### src/mf_pkg.sv
// mf_pkg: shared types and constants of the window median filter
// beat layouts, configuration register map, parameter defaults
// no dependencies
package mf_pkg;

  localparam int PIX_W        = 8;
  localparam int IMG_W_W      = 12;
  localparam int WINDOW_DEF   = 3;
  localparam int LINE_MAX_DEF = 2048;

  localparam logic [IMG_W_W-1:0] IMG_W_RST = 12'd640;

  // apb configuration port
  localparam int CFG_AW    = 3;
  localparam int CFG_DW    = 32;
  localparam int CFG_IDX_W = CFG_AW - 2;

  localparam logic [CFG_IDX_W-1:0] REG_IMAGE_WIDTH = '0;

  typedef struct packed {
    logic [PIX_W-1:0] pixel;
    logic             frame_start;
  } pix_beat_t;

  typedef struct packed {
    logic [PIX_W-1:0] median;
    logic             window_valid;
  } res_beat_t;

  typedef struct packed {
    logic              psel;
    logic              penable;
    logic              pwrite;
    logic [CFG_AW-1:0] paddr;
    logic [CFG_DW-1:0] pwdata;
  } apb_req_t;

endpackage

### src/mf_cfg.sv
// mf_cfg: apb register file of the median filter
// holds image_width
// depends on mf_pkg
module mf_cfg (
  input  logic                        clk,
  input  logic                        rst_n,
  input  mf_pkg::apb_req_t            apb,
  output logic [mf_pkg::CFG_DW-1:0]   prdata,
  output logic                        pready,
  output logic [mf_pkg::IMG_W_W-1:0]  image_width
);
  import mf_pkg::*;

  logic [IMG_W_W-1:0]   image_width_r;
  logic [CFG_IDX_W-1:0] reg_idx;
  logic                 wr_en;

  assign reg_idx = apb.paddr[CFG_AW-1:2];
  assign wr_en   = apb.psel && apb.penable && apb.pwrite;
  assign pready  = 1'b1;

  always_ff @(posedge clk) begin
    if (!rst_n) begin
      image_width_r <= IMG_W_RST;
    end else if (wr_en && (reg_idx == REG_IMAGE_WIDTH)) begin
      image_width_r <= apb.pwdata[IMG_W_W-1:0];
    end
  end

  always_comb begin
    unique case (reg_idx)
      REG_IMAGE_WIDTH: prdata = CFG_DW'(image_width_r);
      default:         prdata = '0;
    endcase
  end

  assign image_width = image_width_r;
endmodule

### config.mk
export PLATFORM = sky130hd
export DESIGN_NAME = mf_cfg
export DESIGN_NICKNAME = d
export VERILOG_FILES = /design/src/mf_pkg.sv /design/src/mf_cfg.sv
export SDC_FILE = /design/constraint.sdc
export NUM_CORES = 1
export LEC_CHECK = 0
export BUFFER_PORTS_ARGS = -buffer_cell sky130_fd_sc_hd__buf_2
export CAP_MARGIN = 20
export CELL_PAD_IN_SITES_DETAIL_PLACEMENT = 1
export CELL_PAD_IN_SITES_GLOBAL_PLACEMENT = 2
export CORE_MARGIN = 2
export CORE_UTILIZATION = 15
export DETAILED_ROUTE_END_ITERATION = 12
export PLACE_DENSITY = 0.78
export SLEW_MARGIN = 20
export SYNTH_ARGS = -nofsm -noshare
export SYNTH_HDL_FRONTEND = slang
export SYNTH_SLANG_ARGS = --single-unit
### constraint.sdc
create_clock -name clk -period 1 [get_ports clk]
set_input_delay 0.1 -clock clk [delete_from_list [all_inputs] [get_ports clk]]
set_output_delay 0.1 -clock clk [all_outputs]
set_load 0.03 [all_outputs]
==> results.txt <==
Mapped Cells = 89
Area fraction in compound gates after synthesis = 0%
WS Path Type = flip-flop to output pin
Synth area leaders = dfxtp_1, buf_4, mux2i_1
Number of max-cap violations = 0
First-pass GRT wire length = 2740 um
Final wirelength = 1960 um
Fmax = 1030 MHz
Post-CTS Setup Inserts = 0
Area share of xor/xnor cells in the synthesized design = 0%
Area Growth Syn to Fin = 52.1%
Crit start category = flip-flop
Detail Route Antenna Nets = 0
Status = completed
Worst-path clk slew = 0.05 ns
Crit Path Max Fanout = 3
Minimum clock period = 0.970 ns
Synth area leader = dfxtp_1
Fin util = 23.9%
TritonCTS clock tree = built
Fraction of the mapped netlist area in simple logic gates = 25.0%
GR Overflow Total = 0
Yosys reg bits = 12
Worst min path class = input port to flip-flop
Crit end category = output pin
Avg Cell Area, Syn = 8.45 um^2
Setup ws final = 0.0302 ns
Total clock sinks = 12
Number of synthesized flops with an enable pin = 0
Antenna diode count = 0
PD cells = 1090 nW/um^2
Number of library cell types mapped by synthesis = 12
Cts bufs inserted = 3
Synth Flop Type = dfxtp_1
Most frequent cell after synthesis = buf_4
Row count = 25
DR DRC count = 0
Die Y = 74.8 um
Final Cell Area = 1140 um^2
H-tree depth = 1
Asr flop ratio synth = 0%
Slew Limit Fails = 0
Clk buf depth = 2
IO buf count = 41
Width of the die = 74.8 um
Fin Clk Skew = 0 ns
# IOs = 85
Wire per inst = 9.87 um
Power Total = 1.25 mW
Synth cell count leaders = buf_4, nand2_1, nor2b_1, dfxtp_1, mux2i_1
GPL Wtd Cong = 0.601
Global Route Usage Sum = 6.75%
Final Hold Viols = 0
Vias = 659
Period utilization = 97.0%
Ys Warns = 0
Place WS = 0.0507 ns
Synth Area in Adders = 0%
1st-iter DRT viols = 21
Top cell type's share of synthesized area = 31.9%
Clock root cell = clkbuf_8
Largest net degree at the start of global routing = 13
Starting Density = 15.7%
Max FFs per register = 12
Via density = 3.33
Die area = 5600 um^2
Largest family of logic cells by synthesized area = buffers and inverters
DPL Wire Length = 1510 um
Post-Syn Area = 752 um^2
Nets = 173
Post-synthesis mux area share = 16.0%
Vias in the first global route = 598
Layout cells sized above 1 = 52.7%
DR pass1 iterations = 2
Worst vdd ir = 0.280 mV
Worst EP arrival = 0.87 ns
Leak = 0.524 nW
Clock Latency Late Sink = 0.24 ns
Core area = 4790 um^2
Seq/Total Area, Yosys = 31.9%
Final setup violation count = 0
Initial antenna violation count = 0
Critical Path RT = 0.90 ns
DP Area = 991 um^2
stage by stage:
stage	hold WS [ns]	setup TNS, ns	instances
after detailed placement	0.358	0	195
after global placement	0.353	0	195
after floorplan	0.242	0	108
after CTS	0.0849	0	198
final	0.0895	0	198
after global routing	0.0953	-0.0000638	198
placed cells by master, fill, tap and decap left out:
cell type / netlist / layout
nor2b_2: 0 / 3
nor2b_4: 0 / 7
and4b_1: 1 / 1
nand2_1: 20 / 20
buf_4: 21 / 7
buf_12: 0 / 1
dfxtp_1: 12 / 2
nor2b_1: 14 / 4
dfxtp_2: 0 / 10
mux2i_1: 12 / 12
clkbuf_8: 0 / 3
buf_2: 1 / 29
and2b_1: 2 / 2
conb_1: 2 / 21
buf_6: 1 / 9
critical path, cell delays in order (launching register included):
cell	delay (ns)
dfxtp_1	0.34
nor2b_2	0.15
buf_6	0.13
report_power, final:
group          leakage (nW)  total (mW)  internal (mW)  switching, mW
clock network        0.0216       0.448          0.266          0.182
logic                 0.400       0.301         0.0893          0.212
registers             0.102       0.499          0.491        0.00771
timing repair:
item / in CTS / in global routing
gates resized for setup: 24 / 14
hold buffers: 0 / 0
endpoints found under the setup margin: 12 / 9
logic make-up (layout without fill, tap and decap cells):
family        Yosys count  count (layout)
buf+inv                26              49
mux                    12              12
other cells             2              21
flops                  12              12
simple gates           37              37
final cells by class:
cell class | count | area [um^2]
flip-flops and latches | 12 | 253
multi-input cells | 70 | 447
repair buffers | 46 | 319
clock buffers | 3 | 41.3
fillers | 592 | 3640
well taps | 67 | 83.8
metal layers:
metal | GRT usage, % | up-vias | wire (um)
met1 | 7.59 | 290 | 823
li1 | - | 320 | -
met3 | 1.61 | 2 | 188
met4 | 5.36 | 0 | 22
met2 | 10.9 | 47 | 920
met5 | 0 | - | 0
path summary, 6_finish.rpt:
kind / startpoint / end / slack (ns) / cells after the start
setup / recovery: image_width[7] / prdata[7] / 0.03 / 2
hold / removal: apb[3] / image_width[3] / 0.09 / 3
setup reg to reg: image_width[9] / image_width[9] / 0.38 / 2
hold reg to reg: image_width[11] / image_width[11] / 0.46 / 2
Note: power is estimated with default switching activity, not from simulation.
