--- src/mf_pkg.sv ---
// mf_pkg: shared types and constants of the window median filter
// beat layouts, configuration register map, parameter defaults
// no dependencies
package mf_pkg;

  localparam int PIX_W        = 8;
  localparam int IMG_W_W      = 12;
  localparam int WINDOW_DEF   = 3;
  localparam int LINE_MAX_DEF = 2048;

  localparam logic [IMG_W_W-1:0] IMG_W_RST = 12'd640;

  // apb configuration port
  localparam int CFG_AW    = 3;
  localparam int CFG_DW    = 32;
  localparam int CFG_IDX_W = CFG_AW - 2;

  localparam logic [CFG_IDX_W-1:0] REG_IMAGE_WIDTH = '0;

  typedef struct packed {
    logic [PIX_W-1:0] pixel;
    logic             frame_start;
  } pix_beat_t;

  typedef struct packed {
    logic [PIX_W-1:0] median;
    logic             window_valid;
  } res_beat_t;

  typedef struct packed {
    logic              psel;
    logic              penable;
    logic              pwrite;
    logic [CFG_AW-1:0] paddr;
    logic [CFG_DW-1:0] pwdata;
  } apb_req_t;

endpackage

--- src/mf_stream_if.sv ---
// mf_stream_if: valid/ready stream channel carrying one beat type
// used for the pixel input and the result output
// no dependencies
interface mf_stream_if #(parameter type beat_t = logic);
  logic  valid;
  logic  ready;
  beat_t data;

  modport source (output valid, output data, input ready);
  modport sink   (input valid, input data, output ready);
endinterface

--- src/mf_median.sv ---
// mf_median: window register, rank stage and median select
// rank by counting smaller entries, select middle ranks, result register
// depends on mf_pkg, mf_stream_if
module mf_median #(
  parameter int WINDOW = mf_pkg::WINDOW_DEF
) (
  input  logic                     clk,
  input  logic                     rst_n,
  input  logic                     col_valid,
  output logic                     col_ready,
  input  logic [mf_pkg::PIX_W-1:0] col_taps [WINDOW],
  input  logic                     col_win_ok,
  mf_stream_if.source              out_res
);
  import mf_pkg::*;

  localparam int N    = WINDOW * WINDOW;
  localparam int RK_W = $clog2(N);

  localparam logic [RK_W-1:0] MID_LO = RK_W'((N - 1) / 2);
  localparam logic [RK_W-1:0] MID_HI = RK_W'(N / 2);

  logic [PIX_W-1:0] win_r [WINDOW][WINDOW];
  logic             s3_v_r, s3_ok_r;
  logic [PIX_W-1:0] vals [N];
  logic [RK_W-1:0]  rank [N];
  logic [N-1:0]     m_lo, m_hi;

  logic             s4_v_r, s4_ok_r;
  logic [PIX_W-1:0] s4_val_r [N];
  logic [N-1:0]     s4_lo_r, s4_hi_r;
  logic [PIX_W-1:0] sel_lo, sel_hi;
  logic [PIX_W:0]   mid_sum;

  logic             out_v_r;
  res_beat_t        out_data_r;
  logic             s4_free, out_free, adv3;

  assign out_free  = !out_v_r || out_res.ready;
  assign s4_free   = !s4_v_r || out_free;
  assign adv3      = s3_v_r && s4_free;
  assign col_ready = !s3_v_r || adv3;

  always_ff @(posedge clk) begin
    if (!rst_n) begin
      s3_v_r  <= 1'b0;
      s4_v_r  <= 1'b0;
      out_v_r <= 1'b0;
    end else begin
      if (col_ready) begin
        s3_v_r <= col_valid;
      end
      if (s4_free) begin
        s4_v_r <= s3_v_r;
      end
      if (out_free) begin
        out_v_r <= s4_v_r;
      end
    end
  end

  // window columns shift left, newest column enters at the right
  always_ff @(posedge clk) begin
    if (col_valid && col_ready) begin
      for (int c = 0; c < WINDOW - 1; c++) begin
        win_r[c] <= win_r[c+1];
      end
      win_r[WINDOW-1] <= col_taps;
      s3_ok_r         <= col_win_ok;
    end
  end

  always_comb begin
    for (int c = 0; c < WINDOW; c++) begin
      for (int r = 0; r < WINDOW; r++) begin
        vals[c*WINDOW + r] = win_r[c][r];
      end
    end
  end

  // rank = count of smaller entries, ties broken by position
  always_comb begin
    for (int i = 0; i < N; i++) begin
      rank[i] = '0;
      for (int j = 0; j < N; j++) begin
        if ((vals[j] < vals[i]) || ((vals[j] == vals[i]) && (j < i))) begin
          rank[i] = rank[i] + 1'b1;
        end
      end
      m_lo[i] = (rank[i] == MID_LO);
      m_hi[i] = (rank[i] == MID_HI);
    end
  end

  always_ff @(posedge clk) begin
    if (s4_free) begin
      s4_val_r <= vals;
      s4_lo_r  <= m_lo;
      s4_hi_r  <= m_hi;
      s4_ok_r  <= s3_ok_r;
    end
  end

  always_comb begin
    sel_lo = '0;
    sel_hi = '0;
    for (int i = 0; i < N; i++) begin
      if (s4_lo_r[i]) begin
        sel_lo = sel_lo | s4_val_r[i];
      end
      if (s4_hi_r[i]) begin
        sel_hi = sel_hi | s4_val_r[i];
      end
    end
    mid_sum = {1'b0, sel_lo} + {1'b0, sel_hi};
  end

  always_ff @(posedge clk) begin
    if (out_free) begin
      out_data_r.median       <= s4_ok_r ? mid_sum[PIX_W:1] : '0;
      out_data_r.window_valid <= s4_ok_r;
    end
  end

  assign out_res.valid = out_v_r;
  assign out_res.data  = out_data_r;
endmodule

--- src/flat_wrapper.sv ---
// flat-port wrapper written by rule: the top's interface ports become plain ports
module mf_median_flat import mf_pkg::*;
#(
  parameter int WINDOW = mf_pkg::WINDOW_DEF
)
  (clk, rst_n, col_valid, col_ready, col_taps, col_win_ok, out_res_valid, out_res_data, out_res_ready);
  mf_stream_if out_res_i ();
  input  logic clk;
  input  logic rst_n;
  input  logic col_valid;
  output logic col_ready;
  input  logic [mf_pkg::PIX_W-1:0] col_taps[WINDOW];
  input  logic col_win_ok;
  output wire logic [$bits(out_res_i.valid)-1:0] out_res_valid;
  output wire logic [$bits(out_res_i.data)-1:0] out_res_data;
  input wire logic [$bits(out_res_i.ready)-1:0] out_res_ready;
  assign out_res_valid = out_res_i.valid;
  assign out_res_data = out_res_i.data;
  assign out_res_i.ready = out_res_ready;
  mf_median #(.WINDOW(WINDOW)) u_core (.clk(clk), .rst_n(rst_n), .col_valid(col_valid), .col_ready(col_ready), .col_taps(col_taps), .col_win_ok(col_win_ok), .out_res(out_res_i));
endmodule
--- config.mk ---
export PLATFORM = sky130hd
export DESIGN_NAME = mf_median_flat
export DESIGN_NICKNAME = d
export VERILOG_FILES = /design/src/mf_pkg.sv /design/src/mf_stream_if.sv /design/src/mf_median.sv /design/src/flat_wrapper.sv
export SDC_FILE = /design/constraint.sdc
export NUM_CORES = 1
export LEC_CHECK = 0
export BUFFER_PORTS_ARGS = -buffer_cell sky130_fd_sc_hd__buf_2
export CAP_MARGIN = 20
export CORE_AREA = 2 2 39 41
export DETAILED_ROUTE_END_ITERATION = 10
export DIE_AREA = 0 0 41 43
export PLACE_DENSITY_LB_ADDON = 0.2
export SLEW_MARGIN = 20
export SYNTH_ARGS = -nofsm -noshare
export SYNTH_HDL_FRONTEND = slang
export SYNTH_SLANG_ARGS = --single-unit
--- constraint.sdc ---
create_clock -name clk -period 1.1 [get_ports clk]
set_clock_uncertainty 0.1 [all_clocks]
set_input_delay 0.11 -clock clk [delete_from_list [all_inputs] [get_ports clk]]
set_output_delay 0.11 -clock clk [all_outputs]
set_load 0.01 [all_outputs]
==> impl_results.md <==
- Diodes inserted: 0
- Slew Viols, Final: 0
- Tightest Pin Transition: 147 ps
- First-pass GRT wire length: 579 um
- Clk slew on worst S/H paths: 50 ps
- Worst hold path type: input pin to flop
- Final min period: 1070 ps
- Die area: 1760 um^2
- Placed cell areas: 275 um^2
- Outcome: finished, final reports clean
- # IOs: 32
- RSZ-0062 raised after global routing: no
- Fin util: 23.5%
- Core Region: 1380 um^2
- H-tree lvl count: 1
- Setup total negative slack: 0 ps
- CTS tree: yes
- LEAKAGE: 0.000137 uW
- Hold Fails Final Rpt: 0
- Share of cells above drive strength 1: 46.7%
- Final setup fails: 0
- Peak supply drop: 0.411 mV
- DRT Wirelength: 378 um
- Critical path's top delay family: flip-flops
- CTS Buf Count: 3
- Leading area contributor after synthesis: edfxtp_1
- Startpoint types: flop
- Area Overhead vs Synth: 52.9%
- Dominant synthesized flop cell: edfxtp_1
- Synth top area share: 42.4%
- Asr flop ratio synth: 0%
- Number of synthesized flops with an enable pin: 3
- Placement Rows: 14
- Remaining global-route overflow: 0
- Initial Util: 15.4%
- Post-route DRC: 0
- P per Cell Area: 1570 nW/um^2
- Tcrit/Tclk final: 96.9%
- Syn Nets: 45
- Largest net degree at the start of global routing: 5
- FF+latch count, synth: 6
- Die H: 43 um
- Max stage delay on crit path: 320 ps
- Fmax: 0.938 GHz
- Sink Count: 6
- Slew headroom: 90.2%
- Critical path arrival: 920 ps
- First-pass DRT Iterations: 1
- CP Buf/Inv Count: 0
- CP Class: flop to flop
- Vias per std cell: 3.52
- Via count: 162
- Slowest CP cell: dfxtp_2
- Max_cap viols: 0
- Yosys warnings: 0
- Total Nets Final: 60
- Gate Count Post-Synth: 16
- Area of the multi-input gates: 51.3 um^2
- Synth area leaders: edfxtp_1 42%, dfxtp_1 28%, o21a_1 7.1%, inv_1 5.3%, and3b_1 4.1%
- Max FO, Critical Path: 3
- Fillers: 154
- Clk Latency, worst-skew pair: 240 ps
- Clk buf depth: 2
- Total GRT Usage: 6.05%
- DR WL/cell: 8.22 um
- Synth cell count leaders: 3 x dfxtp_1, 3 x edfxtp_1, 3 x inv_1, 2 x o21a_1
- Final instance area: 325 um^2
- Post-Syn Area: 213 um^2
- Die X-Extent: 41 um
- Vias in the first global route: 151
- DRT iter0 DRCs: 0
- Synthesized area per cell: 13.3 um^2
- Initial antenna violation count: 0
- Required time of the critical path: 960 ps
- Final ANT Viol Nets: 0
- Port bufs: 7
- GPL Wtd Cong: 0.702
- Worst-path cell chain: and3b_1, a21oi_1
- Root buffer selected by CTS: clkbuf_4
- Sequential fraction of the synthesis area: 70.6%
- Post-synth cell types: 9
- Sequential cell area: 154 um^2
- CP Capture Type: flop
[placed cells by master, fill, tap and decap left out, types with 2 or more instances in the layout]
cell type	instances
inv_1	3
dfxtp_2	3
o21a_1	2
buf_2	7
dlygate4sd3_1	2
edfxtp_1	3
clkbuf_4	3
[area by class of cell]
type | instances | area share, %
tap | 16 | 6.15
inverter | 3 | 3.46
clock buffer | 4 | 8.08
sequential | 6 | 47.3
multi-input combinational | 7 | 15.8
timing repair buffer | 10 | 19.2
[layer usage]
metal  GRT usage [%]  vias up  share of wire (%)
met5               0        -                  0
met4            10.0        0                2.1
met3            4.71        2                 11
met2            6.56        6                 45
met1            4.90       70                 41
li1                -       84                  -
[worst register-to-register path, delay by kind of cell, from the launching register on]
family           cells  cell delay, ps
AO/OA/AOI/OAI        1             160
flip-flops           1             320
AND/OR/NAND/NOR      1             200
[flip-flops by register name, summed over array words and instances (netlist names)]
| name | count |
|---|---|
| u_core.out_res.data | 1 |
| u_core.out_res.valid | 1 |
| u_core.s3_ok_r | 1 |
| u_core.s3_v_r | 1 |
| u_core.s4_ok_r | 1 |
| u_core.s4_v_r | 1 |
[power by group]
part	switching [uW]	total [uW]	internal [uW]
Sequential	5.25	257	251
Clock	85.5	223	138
Combinational	11.4	29.5	18.1
[cells by family after synthesis]
kind of cell | after synthesis | synth area share [%]
buffers and inverters | 3 | 5.29
and+or+nand+nor | 3 | 11.2
AOI/OAI and AO/OA | 4 | 12.9
DFF | 6 | 70.6
[what timing repair did]
item	in CTS	in global routing
resized for setup	1	2
setup buffers	1	0
setup endpoints to repair	1	1
pin swaps	0	0
endpoints found under the hold margin	3	0
hold buffers	2	0
[per-stage QoR]
step                      setup WS [ps]  instances  total power [uW]  hold slack (ps)
after global placement             4.66         40               286              191
after detailed placement           29.6         40               286              196
final                              33.7         46               509             19.8
after floorplan                    34.4         16               270              109
after global routing               7.13         46               535             28.8
after CTS                          5.00         46               523             22.2
[path summary, 6_finish.rpt]
kind / slack [ps] / end / from / depth (start not counted)
setup / recovery: 30 / u_core.s3_ok_r$_DFFE_PP_ / u_core.s4_v_r$_SDFFE_PN0P_ / 2
hold / removal: 20 / u_core.s3_v_r$_SDFFE_PN0P_ / col_valid / 3
setup reg to reg: 30 / u_core.s3_ok_r$_DFFE_PP_ / u_core.s4_v_r$_SDFFE_PN0P_ / 2
hold reg to reg: 320 / u_core.out_res.data$_DFFE_PP_ / u_core.s4_ok_r$_DFFE_PP_ / 0
No activity file was read; power rests on OpenSTA's default activity.
